### src/rtl/rae_pkg.sv
// ----------------------------------------------------------------------------
// rae_pkg: shared types and constants of the earliest-free room allocator
// Booking record, back-end state codes and fixed field widths.
// ----------------------------------------------------------------------------
`default_nettype none

package rae_pkg;

	localparam int ROOMS_DEFAULT = 16;
	localparam int LANES         = 4;
	localparam int LANE_BITS     = 2;
	localparam int IN_TIME_W     = 32;
	localparam int TIME_W        = 48;
	localparam int COUNT_W       = 32;
	localparam int ROOM_W        = 4;
	localparam int CFG_W         = 5;
	localparam int IN_TDATA_W    = 64;
	localparam int OUT_TDATA_W   = 104;
	localparam int QUEUE_DEPTH   = 2;

	typedef struct packed {
		logic [IN_TIME_W-1:0] start_time;
		logic [IN_TIME_W-1:0] end_time;
		logic [IN_TIME_W-1:0] duration;
	} booking_t;

	typedef struct packed {
		logic valid;
		logic full;
	} queue_status_t;

	typedef enum logic [1:0] {
		ST_IDLE,
		ST_SCAN,
		ST_LAST,
		ST_UPDATE
	} back_state_t;

endpackage

`default_nettype wire

### src/rtl/rae_front.sv
// ----------------------------------------------------------------------------
// rae_front: booking intake
// Accepts booking requests, works out the duration and pushes them to the queue.
// ----------------------------------------------------------------------------
`default_nettype none

module rae_front (
	input  wire logic                         s_tvalid,
	output logic                              s_tready,
	input  wire logic [rae_pkg::IN_TDATA_W-1:0] s_tdata,
	input  wire rae_pkg::queue_status_t       q_status,
	output logic                              push,
	output rae_pkg::booking_t                 booking
);

	logic [rae_pkg::IN_TIME_W-1:0] start_t;
	logic [rae_pkg::IN_TIME_W-1:0] end_t;

	assign start_t  = s_tdata[rae_pkg::IN_TIME_W-1:0];
	assign end_t    = s_tdata[2*rae_pkg::IN_TIME_W-1:rae_pkg::IN_TIME_W];
	assign s_tready = !q_status.full;
	assign push     = s_tvalid && !q_status.full;

	always_comb begin
		booking.start_time = start_t;
		booking.end_time   = end_t;
		// an end before the start counts as zero length
		booking.duration   = (end_t >= start_t) ? (end_t - start_t) : '0;
	end

endmodule

`default_nettype wire

### src/rtl/rae_queue.sv
// ----------------------------------------------------------------------------
// rae_queue: booking queue
// Short FIFO between intake and allocation so either side can stall.
// ----------------------------------------------------------------------------
`default_nettype none

module rae_queue (
	input  wire logic               clk,
	input  wire logic               arst_n,
	input  wire logic               push,
	input  wire rae_pkg::booking_t  din,
	input  wire logic               pop,
	output rae_pkg::booking_t       dout,
	output rae_pkg::queue_status_t  status
);

	localparam int PW = (rae_pkg::QUEUE_DEPTH > 1) ? $clog2(rae_pkg::QUEUE_DEPTH) : 1;
	localparam int CW = $clog2(rae_pkg::QUEUE_DEPTH + 1);

	rae_pkg::booking_t entry_q [rae_pkg::QUEUE_DEPTH];
	logic [PW-1:0]     wr_ptr_q;
	logic [PW-1:0]     rd_ptr_q;
	logic [CW-1:0]     count_q;

	function automatic logic [PW-1:0] next_ptr(input logic [PW-1:0] p);
		return (p == PW'(rae_pkg::QUEUE_DEPTH - 1)) ? '0 : p + PW'(1);
	endfunction

	always_ff @(posedge clk) begin
		if (push) begin
			entry_q[wr_ptr_q] <= din;
		end
	end

	always_ff @(posedge clk or negedge arst_n) begin
		if (!arst_n) begin
			wr_ptr_q <= '0;
			rd_ptr_q <= '0;
			count_q  <= '0;
		end else begin
			if (push) begin
				wr_ptr_q <= next_ptr(wr_ptr_q);
			end
			if (pop) begin
				rd_ptr_q <= next_ptr(rd_ptr_q);
			end
			if (push && !pop) begin
				count_q <= count_q + CW'(1);
			end else if (pop && !push) begin
				count_q <= count_q - CW'(1);
			end
		end
	end

	assign dout         = entry_q[rd_ptr_q];
	assign status.valid = (count_q != '0);
	assign status.full  = (count_q == CW'(rae_pkg::QUEUE_DEPTH));

endmodule

`default_nettype wire

### src/rtl/rae_back.sv
// ----------------------------------------------------------------------------
// rae_back: room allocation engine
// Scans the room store four rooms a cycle, picks a room, updates the store
// and the most-booked tracking, and holds the result in an output register.
// ----------------------------------------------------------------------------
`default_nettype none

module rae_back #(
	parameter int ROOMS = rae_pkg::ROOMS_DEFAULT
) (
	input  wire logic                             clk,
	input  wire logic                             arst_n,
	input  wire logic                             cfg_we,
	input  wire logic [rae_pkg::CFG_W-1:0]        cfg_wdata,
	input  wire rae_pkg::queue_status_t           q_status,
	input  wire rae_pkg::booking_t                q_data,
	output logic                                  q_pop,
	output logic                                  m_tvalid,
	input  wire logic                             m_tready,
	output logic [rae_pkg::OUT_TDATA_W-1:0]       m_tdata,
	output logic                                  m_tuser
);

	localparam int LANES  = rae_pkg::LANES;
	localparam int LB     = rae_pkg::LANE_BITS;
	localparam int ROWS   = (ROOMS + LANES - 1) / LANES;
	localparam int MROWS  = (ROWS > 1) ? ROWS : 2;
	localparam int RW     = $clog2(MROWS);
	localparam int IW     = RW + LB;
	localparam int NW     = (IW + 1 > rae_pkg::CFG_W) ? IW + 1 : rae_pkg::CFG_W;
	localparam int TW     = rae_pkg::TIME_W;
	localparam int KW     = rae_pkg::COUNT_W;
	localparam int RMW    = rae_pkg::ROOM_W;

	// room store, one bank per lane, a row holds one room of each lane
	logic [TW-1:0] busy_mem  [LANES][MROWS];
	logic [KW-1:0] count_mem [LANES][MROWS];
	logic          vld_q     [LANES][MROWS];

	logic [TW-1:0] rd_busy_s1 [LANES];
	logic [KW-1:0] rd_cnt_s1  [LANES];
	logic          rd_vld_s1  [LANES];

	rae_pkg::back_state_t state_q, state_d;

	logic [rae_pkg::CFG_W-1:0]     cfg_q;
	rae_pkg::booking_t             item_q;
	logic [RW-1:0]                 row_q;
	logic [RW-1:0]                 prow_s1;
	logic                          pend_s1;
	logic                          found_q;
	logic [IW-1:0]                 pick_q;
	logic [KW-1:0]                 pick_cnt_q;
	logic                          have_min_q;
	logic [IW-1:0]                 emin_q;
	logic [TW-1:0]                 min_q;
	logic [KW-1:0]                 emin_cnt_q;
	logic [KW-1:0]                 best_cnt_q;
	logic [IW-1:0]                 best_room_q;

	logic                          m_tvalid_q;
	logic [RMW-1:0]                out_room_q;
	logic [TW-1:0]                 out_start_q;
	logic [TW-1:0]                 out_end_q;
	logic                          out_waited_q;
	logic [RMW-1:0]                out_best_q;

	logic [NW-1:0]                 n_eff;
	logic [RW-1:0]                 last_row;
	logic                          out_free;
	logic                          load;
	logic                          issue;
	logic                          wr_en;

	logic [TW-1:0]                 start_ext;
	logic [TW-1:0]                 lane_busy [LANES];
	logic [KW-1:0]                 lane_cnt  [LANES];
	logic                          lane_in   [LANES];
	logic                          row_found;
	logic [LB-1:0]                 row_fidx;
	logic                          row_have;
	logic [LB-1:0]                 row_midx;
	logic [TW-1:0]                 row_min;

	logic [IW-1:0]                 sel_room;
	logic [KW-1:0]                 sel_cnt;
	logic [KW-1:0]                 new_cnt;
	logic [TW-1:0]                 a_start;
	logic [TW-1:0]                 a_end;
	logic [TW:0]                   delayed_sum;
	logic                          best_take;

	// effective room count: zero acts as one, clamp to the store size
	always_comb begin
		n_eff = NW'(cfg_q);
		if (n_eff == '0) begin
			n_eff = NW'(1);
		end else if (n_eff > NW'(ROOMS)) begin
			n_eff = NW'(ROOMS);
		end
		last_row = RW'((n_eff - NW'(1)) >> LB);
	end

	assign out_free  = !m_tvalid_q || m_tready;
	assign start_ext = TW'(item_q.start_time);

	// next state
	always_comb begin
		state_d = state_q;
		case (state_q)
			rae_pkg::ST_IDLE: begin
				if (q_status.valid) begin
					state_d = rae_pkg::ST_SCAN;
				end
			end
			rae_pkg::ST_SCAN: begin
				if (row_q == last_row) begin
					state_d = rae_pkg::ST_LAST;
				end
			end
			rae_pkg::ST_LAST: begin
				state_d = rae_pkg::ST_UPDATE;
			end
			rae_pkg::ST_UPDATE: begin
				if (out_free) begin
					state_d = rae_pkg::ST_IDLE;
				end
			end
			default: begin
				state_d = rae_pkg::ST_IDLE;
			end
		endcase
	end

	// control outputs
	always_comb begin
		load  = 1'b0;
		issue = 1'b0;
		wr_en = 1'b0;
		case (state_q)
			rae_pkg::ST_IDLE:   load  = q_status.valid;
			rae_pkg::ST_SCAN:   issue = 1'b1;
			rae_pkg::ST_LAST:   ;
			rae_pkg::ST_UPDATE: wr_en = out_free;
			default:            ;
		endcase
	end

	assign q_pop = load;

	// per-row search: first free room and earliest-free room
	always_comb begin
		row_found = 1'b0;
		row_fidx  = '0;
		row_have  = 1'b0;
		row_midx  = '0;
		row_min   = '0;
		for (int l = 0; l < LANES; l++) begin
			lane_busy[l] = rd_vld_s1[l] ? rd_busy_s1[l] : '0;
			lane_cnt[l]  = rd_vld_s1[l] ? rd_cnt_s1[l] : '0;
			lane_in[l]   = NW'({prow_s1, LB'(l)}) < n_eff;
		end
		for (int l = LANES - 1; l >= 0; l--) begin
			if (lane_in[l] && (lane_busy[l] <= start_ext)) begin
				row_found = 1'b1;
				row_fidx  = LB'(l);
			end
		end
		for (int l = 0; l < LANES; l++) begin
			if (lane_in[l] && (!row_have || (lane_busy[l] < row_min))) begin
				row_have = 1'b1;
				row_midx = LB'(l);
				row_min  = lane_busy[l];
			end
		end
	end

	// allocation result
	always_comb begin
		delayed_sum = {1'b0, min_q} + (TW + 1)'(item_q.duration);
		if (found_q) begin
			sel_room = pick_q;
			sel_cnt  = pick_cnt_q;
			a_start  = start_ext;
			a_end    = TW'(item_q.end_time);
		end else begin
			sel_room = emin_q;
			sel_cnt  = emin_cnt_q;
			a_start  = min_q;
			a_end    = delayed_sum[TW] ? {TW{1'b1}} : delayed_sum[TW-1:0];
		end
		new_cnt   = (sel_cnt == {KW{1'b1}}) ? sel_cnt : sel_cnt + KW'(1);
		best_take = (new_cnt > best_cnt_q) ||
		            ((new_cnt == best_cnt_q) && (sel_room < best_room_q));
	end

	// store banks, read data registered
	always_ff @(posedge clk) begin
		for (int l = 0; l < LANES; l++) begin
			if (wr_en && (sel_room[LB-1:0] == LB'(l))) begin
				busy_mem[l][sel_room[IW-1:LB]]  <= a_end;
				count_mem[l][sel_room[IW-1:LB]] <= new_cnt;
			end
			rd_busy_s1[l] <= busy_mem[l][row_q];
			rd_cnt_s1[l]  <= count_mem[l][row_q];
		end
	end

	always_ff @(posedge clk or negedge arst_n) begin
		if (!arst_n) begin
			for (int l = 0; l < LANES; l++) begin
				for (int r = 0; r < MROWS; r++) begin
					vld_q[l][r] <= 1'b0;
				end
				rd_vld_s1[l] <= 1'b0;
			end
		end else begin
			for (int l = 0; l < LANES; l++) begin
				if (wr_en && (sel_room[LB-1:0] == LB'(l))) begin
					vld_q[l][sel_room[IW-1:LB]] <= 1'b1;
				end
				rd_vld_s1[l] <= vld_q[l][row_q];
			end
		end
	end

	// payload registers
	always_ff @(posedge clk) begin
		if (load) begin
			item_q <= q_data;
		end
		if (pend_s1) begin
			if (!found_q && row_found) begin
				pick_q     <= {prow_s1, row_fidx};
				pick_cnt_q <= lane_cnt[row_fidx];
			end
			if (row_have && (!have_min_q || (row_min < min_q))) begin
				emin_q     <= {prow_s1, row_midx};
				min_q      <= row_min;
				emin_cnt_q <= lane_cnt[row_midx];
			end
		end
		if (wr_en) begin
			out_room_q   <= RMW'(sel_room);
			out_start_q  <= a_start;
			out_end_q    <= a_end;
			out_waited_q <= !found_q;
			out_best_q   <= best_take ? RMW'(sel_room) : RMW'(best_room_q);
		end
	end

	// control registers
	always_ff @(posedge clk or negedge arst_n) begin
		if (!arst_n) begin
			state_q     <= rae_pkg::ST_IDLE;
			cfg_q       <= rae_pkg::CFG_W'(16);
			row_q       <= '0;
			prow_s1     <= '0;
			pend_s1     <= 1'b0;
			found_q     <= 1'b0;
			have_min_q  <= 1'b0;
			best_cnt_q  <= '0;
			best_room_q <= '0;
			m_tvalid_q  <= 1'b0;
		end else begin
			state_q <= state_d;
			if (cfg_we) begin
				cfg_q <= cfg_wdata;
			end
			pend_s1 <= issue;
			if (issue) begin
				prow_s1 <= row_q;
				row_q   <= row_q + RW'(1);
			end
			if (load) begin
				row_q      <= '0;
				found_q    <= 1'b0;
				have_min_q <= 1'b0;
			end else if (pend_s1) begin
				if (row_found) begin
					found_q <= 1'b1;
				end
				if (row_have) begin
					have_min_q <= 1'b1;
				end
			end
			if (wr_en && best_take) begin
				best_cnt_q  <= new_cnt;
				best_room_q <= sel_room;
			end
			if (wr_en) begin
				m_tvalid_q <= 1'b1;
			end else if (m_tready) begin
				m_tvalid_q <= 1'b0;
			end
		end
	end

	assign m_tvalid = m_tvalid_q;
	assign m_tuser  = out_waited_q;
	assign m_tdata  = {out_best_q, out_end_q, out_start_q, out_room_q};

	// the last row's read data is pending on entry to the final compare
	a_last_pending: assert property (@(posedge clk) disable iff (!arst_n)
		(state_q == rae_pkg::ST_LAST) |-> pend_s1)
		else $error("last scan row not pending");

	a_idle_clean: assert property (@(posedge clk) disable iff (!arst_n)
		(state_q == rae_pkg::ST_IDLE) |-> !pend_s1)
		else $error("scan read pending while idle");

	a_best_monotonic: assert property (@(posedge clk) disable iff (!arst_n)
		best_cnt_q >= $past(best_cnt_q))
		else $error("best use count went down");

	a_update_emits: assert property (@(posedge clk) disable iff (!arst_n)
		(state_q == rae_pkg::ST_UPDATE && out_free) |=>
		(m_tvalid_q && state_q == rae_pkg::ST_IDLE))
		else $error("update did not produce a result");

endmodule

`default_nettype wire

### src/rtl/room_allocator_earliest_free.sv
// ----------------------------------------------------------------------------
// room_allocator_earliest_free: meeting-room allocator, earliest-free scheme
// Assigns each booking the lowest free room or the earliest-freeing one,
// and reports the most-booked room so far.
//
//   channel  dir  handshake            payload
//   s_*      in   s_tvalid/s_tready    s_tdata: start_time, end_time
//   m_*      out  m_tvalid/m_tready    m_tdata: room, actual_start, actual_end,
//                                      most_booked_room; m_tuser: waited
//   cfg      in   rooms_in_use_we      rooms_in_use_wdata
//
// In the allocation engine a booking passes the states idle, scan (over
// rows, ceil(rooms in use / 4) of them, four lanes of the room store at a
// time), last and update. Intake runs ahead into a two-entry queue.
// Reset clears all rooms at once through per-room valid bits; no sweep.
// A held result stalls only the final update; intake keeps accepting
// until the queue is full.
// ----------------------------------------------------------------------------
`default_nettype none

module room_allocator_earliest_free #(
	parameter int ROOMS = rae_pkg::ROOMS_DEFAULT
) (
	input  wire logic                           clk,
	input  wire logic                           arst_n,
	input  wire logic                           s_tvalid,
	output logic                                s_tready,
	// [31:0] start_time, [63:32] end_time
	input  wire logic [rae_pkg::IN_TDATA_W-1:0] s_tdata,
	output logic                                m_tvalid,
	input  wire logic                           m_tready,
	// [3:0] room, [51:4] actual_start, [99:52] actual_end,
	// [103:100] most_booked_room
	output logic [rae_pkg::OUT_TDATA_W-1:0]     m_tdata,
	// [0] waited
	output logic                                m_tuser,
	input  wire logic                           rooms_in_use_we,
	input  wire logic [rae_pkg::CFG_W-1:0]      rooms_in_use_wdata
);

	rae_pkg::queue_status_t q_status;
	rae_pkg::booking_t      q_din;
	rae_pkg::booking_t      q_dout;
	logic                   q_push;
	logic                   q_pop;

	rae_front u_front (
		.s_tvalid (s_tvalid),
		.s_tready (s_tready),
		.s_tdata  (s_tdata),
		.q_status (q_status),
		.push     (q_push),
		.booking  (q_din)
	);

	rae_queue u_queue (
		.clk    (clk),
		.arst_n (arst_n),
		.push   (q_push),
		.din    (q_din),
		.pop    (q_pop),
		.dout   (q_dout),
		.status (q_status)
	);

	rae_back #(
		.ROOMS (ROOMS)
	) u_back (
		.clk       (clk),
		.arst_n    (arst_n),
		.cfg_we    (rooms_in_use_we),
		.cfg_wdata (rooms_in_use_wdata),
		.q_status  (q_status),
		.q_data    (q_dout),
		.q_pop     (q_pop),
		.m_tvalid  (m_tvalid),
		.m_tready  (m_tready),
		.m_tdata   (m_tdata),
		.m_tuser   (m_tuser)
	);

endmodule

`default_nettype wire

### config.mk
export PLATFORM = sky130hd
export DESIGN_NAME = room_allocator_earliest_free
export DESIGN_NICKNAME = d
export VERILOG_FILES = /design/src/rtl/rae_pkg.sv /design/src/rtl/rae_front.sv /design/src/rtl/rae_queue.sv /design/src/rtl/rae_back.sv /design/src/rtl/room_allocator_earliest_free.sv
export SDC_FILE = /design/constraint.sdc
export NUM_CORES = 2
export LEC_CHECK = 0
export ABC_AREA = 1
export BUFFER_PORTS_ARGS = -buffer_cell sky130_fd_sc_hd__buf_2
export CORE_MARGIN = 5
export CORE_UTILIZATION = 50
export DETAILED_ROUTE_END_ITERATION = 10
export HOLD_SLACK_MARGIN = 0.08
export PLACE_DENSITY = 0.69
export SYNTH_ARGS = -nofsm -noshare
export SYNTH_HDL_FRONTEND = slang
export SYNTH_SLANG_ARGS = --single-unit
### constraint.sdc
create_clock -name clk -period 17.9 [get_ports clk]
set_input_delay 4.475 -clock clk [delete_from_list [all_inputs] [get_ports clk]]
set_output_delay 4.475 -clock clk [all_outputs]
set_load 0.01 [all_outputs]
Word level (Yosys, flattened, before mapping)
Memories as Yosys holds them, arrays and structs flattened. A register that Yosys moved wholly into a read port is not among the register bits.
Cells that the tools add are included.

operators by class
  add/sub/neg operators = 9
  $lt $le $gt $ge = 21
  equality and inequality tests = 13
  multiplexer cells = 138
  bitwise logic cells = 8
  reductions and logical operators = 55

operators with widths
  operator                                                         count
  192-bit two-way mux                                              10
  128-bit two-way mux                                              10
  48-bit two-way mux                                               19
  32-bit two-way mux                                               21
  192-bit OR reduction                                             3
  32-bit binary-select mux with 2-bit select                       6
  48-bit binary-select mux with 2-bit select                       4
  128-bit OR reduction                                             3
  48-bit by 32-bit <= comparator with 1-bit output                 4
  48-bit less-than comparator                                      4
  48-bit demux with 2-bit select                                   1
  32-bit demux with 2-bit select                                   1
  48-bit by 32-bit adder with 49-bit output                        1
  2-bit two-way mux                                                19
  1-bit two-way mux                                                37
  32-bit by 1-bit adder with 32-bit output, second input constant  1
  32-bit == test                                                   1
  32-bit == test, second input constant                            1
  32-bit >= comparator                                             1
  32-bit > comparator                                              1
  32-bit subtractor                                                1
  4-bit by 5-bit less-than comparator with 1-bit output            4
  1-bit logical AND                                                19
  4-bit bitwise OR                                                 4
  25 further kinds                                                 68

word-level totals
  bits in registers = 300
  RAM bits = 1792
  input port bits = 74
  output and inout bits = 107
  logic and storage cells = 293
  memories kept = 5

memories
  memory             words  width  rd ports  clocked after Yosys merged registers in  write ports  line             RTL
  u_back.busy_mem    4      192    4         0                                        1            rae_back.sv:36   logic [TW-1:0] busy_mem [LANES][MROWS];
  u_back.count_mem   4      128    4         0                                        1            rae_back.sv:37   logic [KW-1:0] count_mem [LANES][MROWS];
  u_back.rd_busy_s1  4      48     4         0                                        4            rae_back.sv:40   logic [TW-1:0] rd_busy_s1 [LANES];
  u_queue.entry_q    2      96     1         1                                        1            rae_queue.sv:20  rae_pkg::booking_t entry_q [rae_pkg::QUEUE_DEPTH];
  u_back.rd_cnt_s1   4      32     4         0                                        4            rae_back.sv:41   logic [KW-1:0] rd_cnt_s1 [LANES];

Longest topological paths before layout
  depth in word-level cells = 21
  depth in mapped cells = 70
  mapped depth without buffers = 64

Cells and area by module
A second synthesis with hierarchy kept.

second synthesis, totals
  cell total of the unflattened synthesis = 8165
  area total of the unflattened synthesis = 93987.6 µm²

modules (own cells, without submodules)
  module     times used  cells an instance  area an instance (µm²)  seq. area each (µm²)
  rae_back   1           7177               83368.7                 56260.2
  rae_queue  1           324                7252.0                  5865.6
  rae_front  1           664                3367.0                  0.0

Worst setup path before layout
OpenSTA, ideal clock, no wires.

  kind = flip-flop to flip-flop
  start = reg u_back.cfg_q[4] (netlist name)
  end = reg u_back.emin_cnt_q[0], enable pin
  library setup time = 0.554 ns
  data arrival time = 12.628 ns
  data required time = 17.346 ns
  setup slack = 4.718 ns
  stages on the path, launching flop included = 62
  buffers on the path = 6
  period minus slack after synthesis = 13.182 ns
  cells stage by stage = dfstp_2 > inv_2 > nand2_1 > ha_1 > nand3_2 > nor2_2 > nand3_1 > nand2_1 > inv_2 > buf_1 > nand3_1 > ha_1 > inv_1 > nor4_1 > inv_2 > nor3_1 > and3b_1 > nand2_2 > [... 26 more ...] > nand2_1 > nand2_2 > nand2_4 > inv_2 > buf_2 > buf_2 > nand2_1 > o21ai_0 > ha_1 > nand2_1 > nor2_1 > a211oi_1 > o221ai_1 > nand2_1 > o211ai_1 > a31oi_1 > nand2_1 > a21oi_1

between the ends
  cells in the longest elaborated chain, start to end = 21
  elaborated cells on any way between the ends = 32
  classes of those cells = order compare: 9; mux: 10; reduce/logical: 13

RTL lines
  element                                                                  line             RTL
  start, declared                                                          rae_back.sv:46   logic [rae_pkg::CFG_W-1:0] cfg_q;
  start signal, assigned                                                   rae_back.sv:256  cfg_q <= rae_pkg::CFG_W'(16);
  start signal, assigned                                                   rae_back.sv:268  cfg_q <= cfg_wdata;
  5-bit > comparator                                                       rae_back.sv:98   end else if (n_eff > NW'(ROOMS)) begin
  5-bit two-way mux                                                        rae_back.sv:98
  5-bit two-way mux *                                                      rae_back.sv:96   if (n_eff == '0) begin
  4-bit by 5-bit less-than comparator with 1-bit output                    rae_back.sv:161  lane_in[l] = NW'({prow_s1, LB'(l)}) < n_eff;
  48-bit two-way mux / 1-bit two-way mux (equally long branches)           rae_back.sv:170  if (lane_in[l] && (!row_have || (lane_busy[l] < row_min))) begin
  48-bit less-than comparator / 1-bit logical NOT (equally long branches)  rae_back.sv:170
  1-bit logical OR                                                         rae_back.sv:170
  1-bit logical AND                                                        rae_back.sv:170
  [... 6 more ...]                                                         -
  1-bit logical OR                                                         rae_back.sv:170
  1-bit logical AND                                                        rae_back.sv:170
  48-bit two-way mux *                                                     rae_back.sv:170
  named net u_back.row_min[34]                                             rae_back.sv:83   logic [TW-1:0] row_min;
  48-bit less-than comparator *                                            rae_back.sv:237  if (row_have && (!have_min_q || (row_min < min_q))) begin
  1-bit logical OR *                                                       rae_back.sv:237
  1-bit logical AND *                                                      rae_back.sv:237
  2-bit AND reduction (no source line) *                                   -
  end signal, assigned                                                     rae_back.sv:240  emin_cnt_q <= lane_cnt[row_midx];
  end, declared                                                            rae_back.sv:57   logic [KW-1:0] emin_cnt_q;

The timed path passes the listed nets; every way through them passes the cells marked *.
A chain may end at the register's enable or synchronous reset.

Worst setup path after layout
  start = reg u_back.cfg_q[4] (netlist name)
  end = reg u_back.emin_cnt_q[16], enable pin

The elaborated chain is that of the path after synthesis.

==> impl_metrics.env <==
export IMPL_regToRegStartpoint="u_back.cfg_q[4]"
export IMPL_synth_cell_types=63
export IMPL_die_area_sq_um=193000
export IMPL_hold_path_startpoint="u_back.vld_q[14]"
export IMPL_cts_buffers=208
export IMPL_drive_above_1_share_pct=9.11
export IMPL_wl_per_cell_um=23.7
export IMPL_endpoint_kind="register"
export IMPL_hold_viol_final=0
export IMPL_period_share_pct=82.0
export IMPL_hold_class="register to register"
export IMPL_io_pins=181
export IMPL_grt_antenna_before_repair=2
export IMPL_ys_async_sr_fraction_pct=3.43
export IMPL_vias=62600
export IMPL_dr_pass1_iters=8
export IMPL_tightestPinTransition_ps=1330
export IMPL_rsz0062_at_grt="no"
export IMPL_cts_max_level=4
export IMPL_max_freq_mhz=68.1
export IMPL_finalCriticalPeriod_ps=14680
export IMPL_ctsResizeCount=0
export IMPL_drtAntennaViolNets=0
export IMPL_crit_top_cell="nand2_1"
export IMPL_reg2reg_to="u_back.emin_cnt_q[16]"
export IMPL_cp_depth=55
export IMPL_cpLargestDelayFamily="simple AND/OR/NAND/NOR gates"
export IMPL_grtUsageTotal_pct=25.9
export IMPL_crit_required_ps=18360
export IMPL_crit_fanout=80
export IMPL_cts_tree="built"
export IMPL_grt_max_degree=187
export IMPL_yosys_area_top_type_share_pct=58.4
export IMPL_slew_headroom_pct=11.4
export IMPL_drtIter0Drc=6679
export IMPL_initial_core_util_pct=50.3
export IMPL_synthFlopType="edfxtp_1"
export IMPL_grt_pass1_vias=59800
export IMPL_synth_seq_cells=2188
export IMPL_die_width_um=439
export IMPL_drc_errors=0
export IMPL_cp_num_buf_inv=12
export IMPL_synth_common_cells="edfxtp_1, nand2_1, o21ai_0"
export IMPL_ys_seq_area_share_pct=67.4
export IMPL_cts_sinks=2188
export IMPL_setup_tns_ps=0
export IMPL_synth_avg_cell_area_sq_um=11.5
export IMPL_fillers=14900
export IMPL_synth_fp_nets=8501
export IMPL_setup_worst_path_start="u_back.cfg_q[4]"
export IMPL_viasPerCell=5.80
export IMPL_max_cap_violations=0
export IMPL_grt_pass1_wl_mm=377
export IMPL_overflow=0
export IMPL_finClkSkew_ps=52.4
export IMPL_worstPathArrival_ps=15140
export IMPL_hold_buffers=0
export IMPL_path_clk_slew_ps=60
export IMPL_synth_edf_count=1793
export IMPL_yosysMostFrequentCell="edfxtp_1"
export IMPL_ff2ff_path_depth=55
export IMPL_rows=157
export IMPL_status="finished clean"
export IMPL_die_h_um=439
export IMPL_cp_start_kind="register"
export IMPL_root_buffer="clkbuf_16"
export IMPL_wl_mm=255
export IMPL_ys_warn_count=0
export IMPL_worstSetupPathType="register to register"
export IMPL_critPathMaxStageDelay_ps=750
export IMPL_final_max_slew_violation_count=0
export IMPL_yosys_area_top_type="edfxtp_1"
export IMPL_setup_viol=0
export IMPL_cp_slowest_cell="clkinv_2"
export IMPL_synth_cells=8001
export IMPL_area_growth_pct=11.8
export IMPL_clock_path_buffers=3
export IMPL_synthTopCellsByArea="edfxtp_1, dfxtp_1, ha_1, o21ai_0, nand2_1"
export IMPL_dp_final_hpwl_mm=157
export IMPL_synth_cell_area_sq_um=92100
export IMPL_nets=8639
export IMPL_post_cts_repair_setup_buffers=0
export IMPL_place_congestion=0.912
export IMPL_coreArea_sq_um=183000
export IMPL_rrSetupSlack_ps=3220
export IMPL_clk_latency_ps=870
export IMPL_crit_path_end="u_back.emin_cnt_q[16]"
export IMPL_io_buffers=180
## kinds of logic (layout without fill, tap and decap cells)
kind of cell / count (synthesis) / count (layout) / share of synthesized area (%)
adder cells (fa/ha/maj): 426 / 426 / 5.80
AO/OA/AOI/OAI: 1893 / 1893 / 11.3
multiplexers: 19 / 19 / 0.208
buffers and inverters: 973 / 1297 / 4.00
other: 0 / 2 / 0
AND/OR/NAND/NOR: 2430 / 2430 / 10.6
flip-flops: 2188 / 2188 / 67.4
XOR/XNOR: 72 / 72 / 0.684
## sequential cells by signal, indices dropped and copies added, names as in the netlist, 2 cells and up
| signal | cells |
|---|---|
| u_back.best_cnt_q | 32 |
| u_back.pick_cnt_q | 32 |
| u_back.out_best_q | 4 |
| u_queue.count_q | 2 |
| u_back.rd_vld_s1 | 4 |
| u_back.rd_cnt_s1 | 128 |
| u_back.vld_q | 16 |
| u_back.min_q | 48 |
| u_back.emin_cnt_q | 32 |
| u_back.out_start_q | 48 |
| u_back.prow_s1 | 2 |
| u_back.item_q | 96 |
| u_back.emin_q | 4 |
| u_back.rd_busy_s1 | 192 |
| u_back.out_room_q | 4 |
| u_back.best_room_q | 4 |
| u_back.pick_q | 4 |
| u_back.busy_mem | 768 |
| u_queue.entry_q | 192 |
| u_back.out_end_q | 48 |
| u_back.cfg_q | 5 |
| u_back.row_q | 2 |
| u_back.state_q | 2 |
| u_back.count_mem | 512 |
## final cells by class
type	instances	area, sq um	share of cell area, %
diodes	2	5.00	0.00486
clock buffers	270	5580	5.42
clock inverters	126	1440	1.40
inverters	594	2250	2.19
multi-input cells	4840	26600	25.8
flip-flops and latches	2188	62200	60.3
well taps	2464	3080	2.99
repair buffers	307	1890	1.84
## metal layers
metal  track usage (%)  vias to the layer above  share of wire [%]
li1                  -                    28700                  -
met1              35.6                    30700                 41
met2              41.9                     2716                 47
met3              3.54                      506                7.7
met4              10.5                        0                4.3
met5                 0                        -                  0
## how the worst min path moves through the flow
stage                                   to  slack (ps)  depth (start not counted)
after global routing       u_back.vld_q[2]         470                          1
after CTS                  u_back.vld_q[2]         460                          1
final                     u_back.vld_q[14]         460                          1
after detailed placement   u_back.vld_q[2]         450                          1
after floorplan           u_back.vld_q[13]         430                          1
after global placement     u_back.vld_q[9]         450                          1
## through the flow
step	hold slack (ps)	instance area [sq um]	std cells	util, %	setup WS, ps
2_1_floorplan	434	92100	8001	-	4720
3_3_place_gp	446	96000	10400	52.4	3590
3_5_place_dp	448	96000	10400	52.4	3440
4_1_cts	463	103000	10800	56.2	3400
5_1_grt	468	103000	10800	56.2	2110
6_report	461	103000	10800	56.2	3220
## placed cells by master, fill, tap and decap left out, types with 59 or more instances in the layout
cell type	netlist	routed
dfrtp_1	74	66
nand3_1	102	102
ha_1	424	424
inv_1	578	573
nand4_1	59	59
clkbuf_16	0	208
dfxtp_1	320	320
a21oi_1	316	307
nand2_1	1199	1198
edfxtp_1	1793	1793
nor2_1	926	905
o22ai_1	324	324
buf_4	2	125
o21ai_0	1012	1012
buf_2	18	179
Power is left out: the tool's default activity adds up to more than one toggle a clock period on the data nets, which glitch-free logic cannot reach.
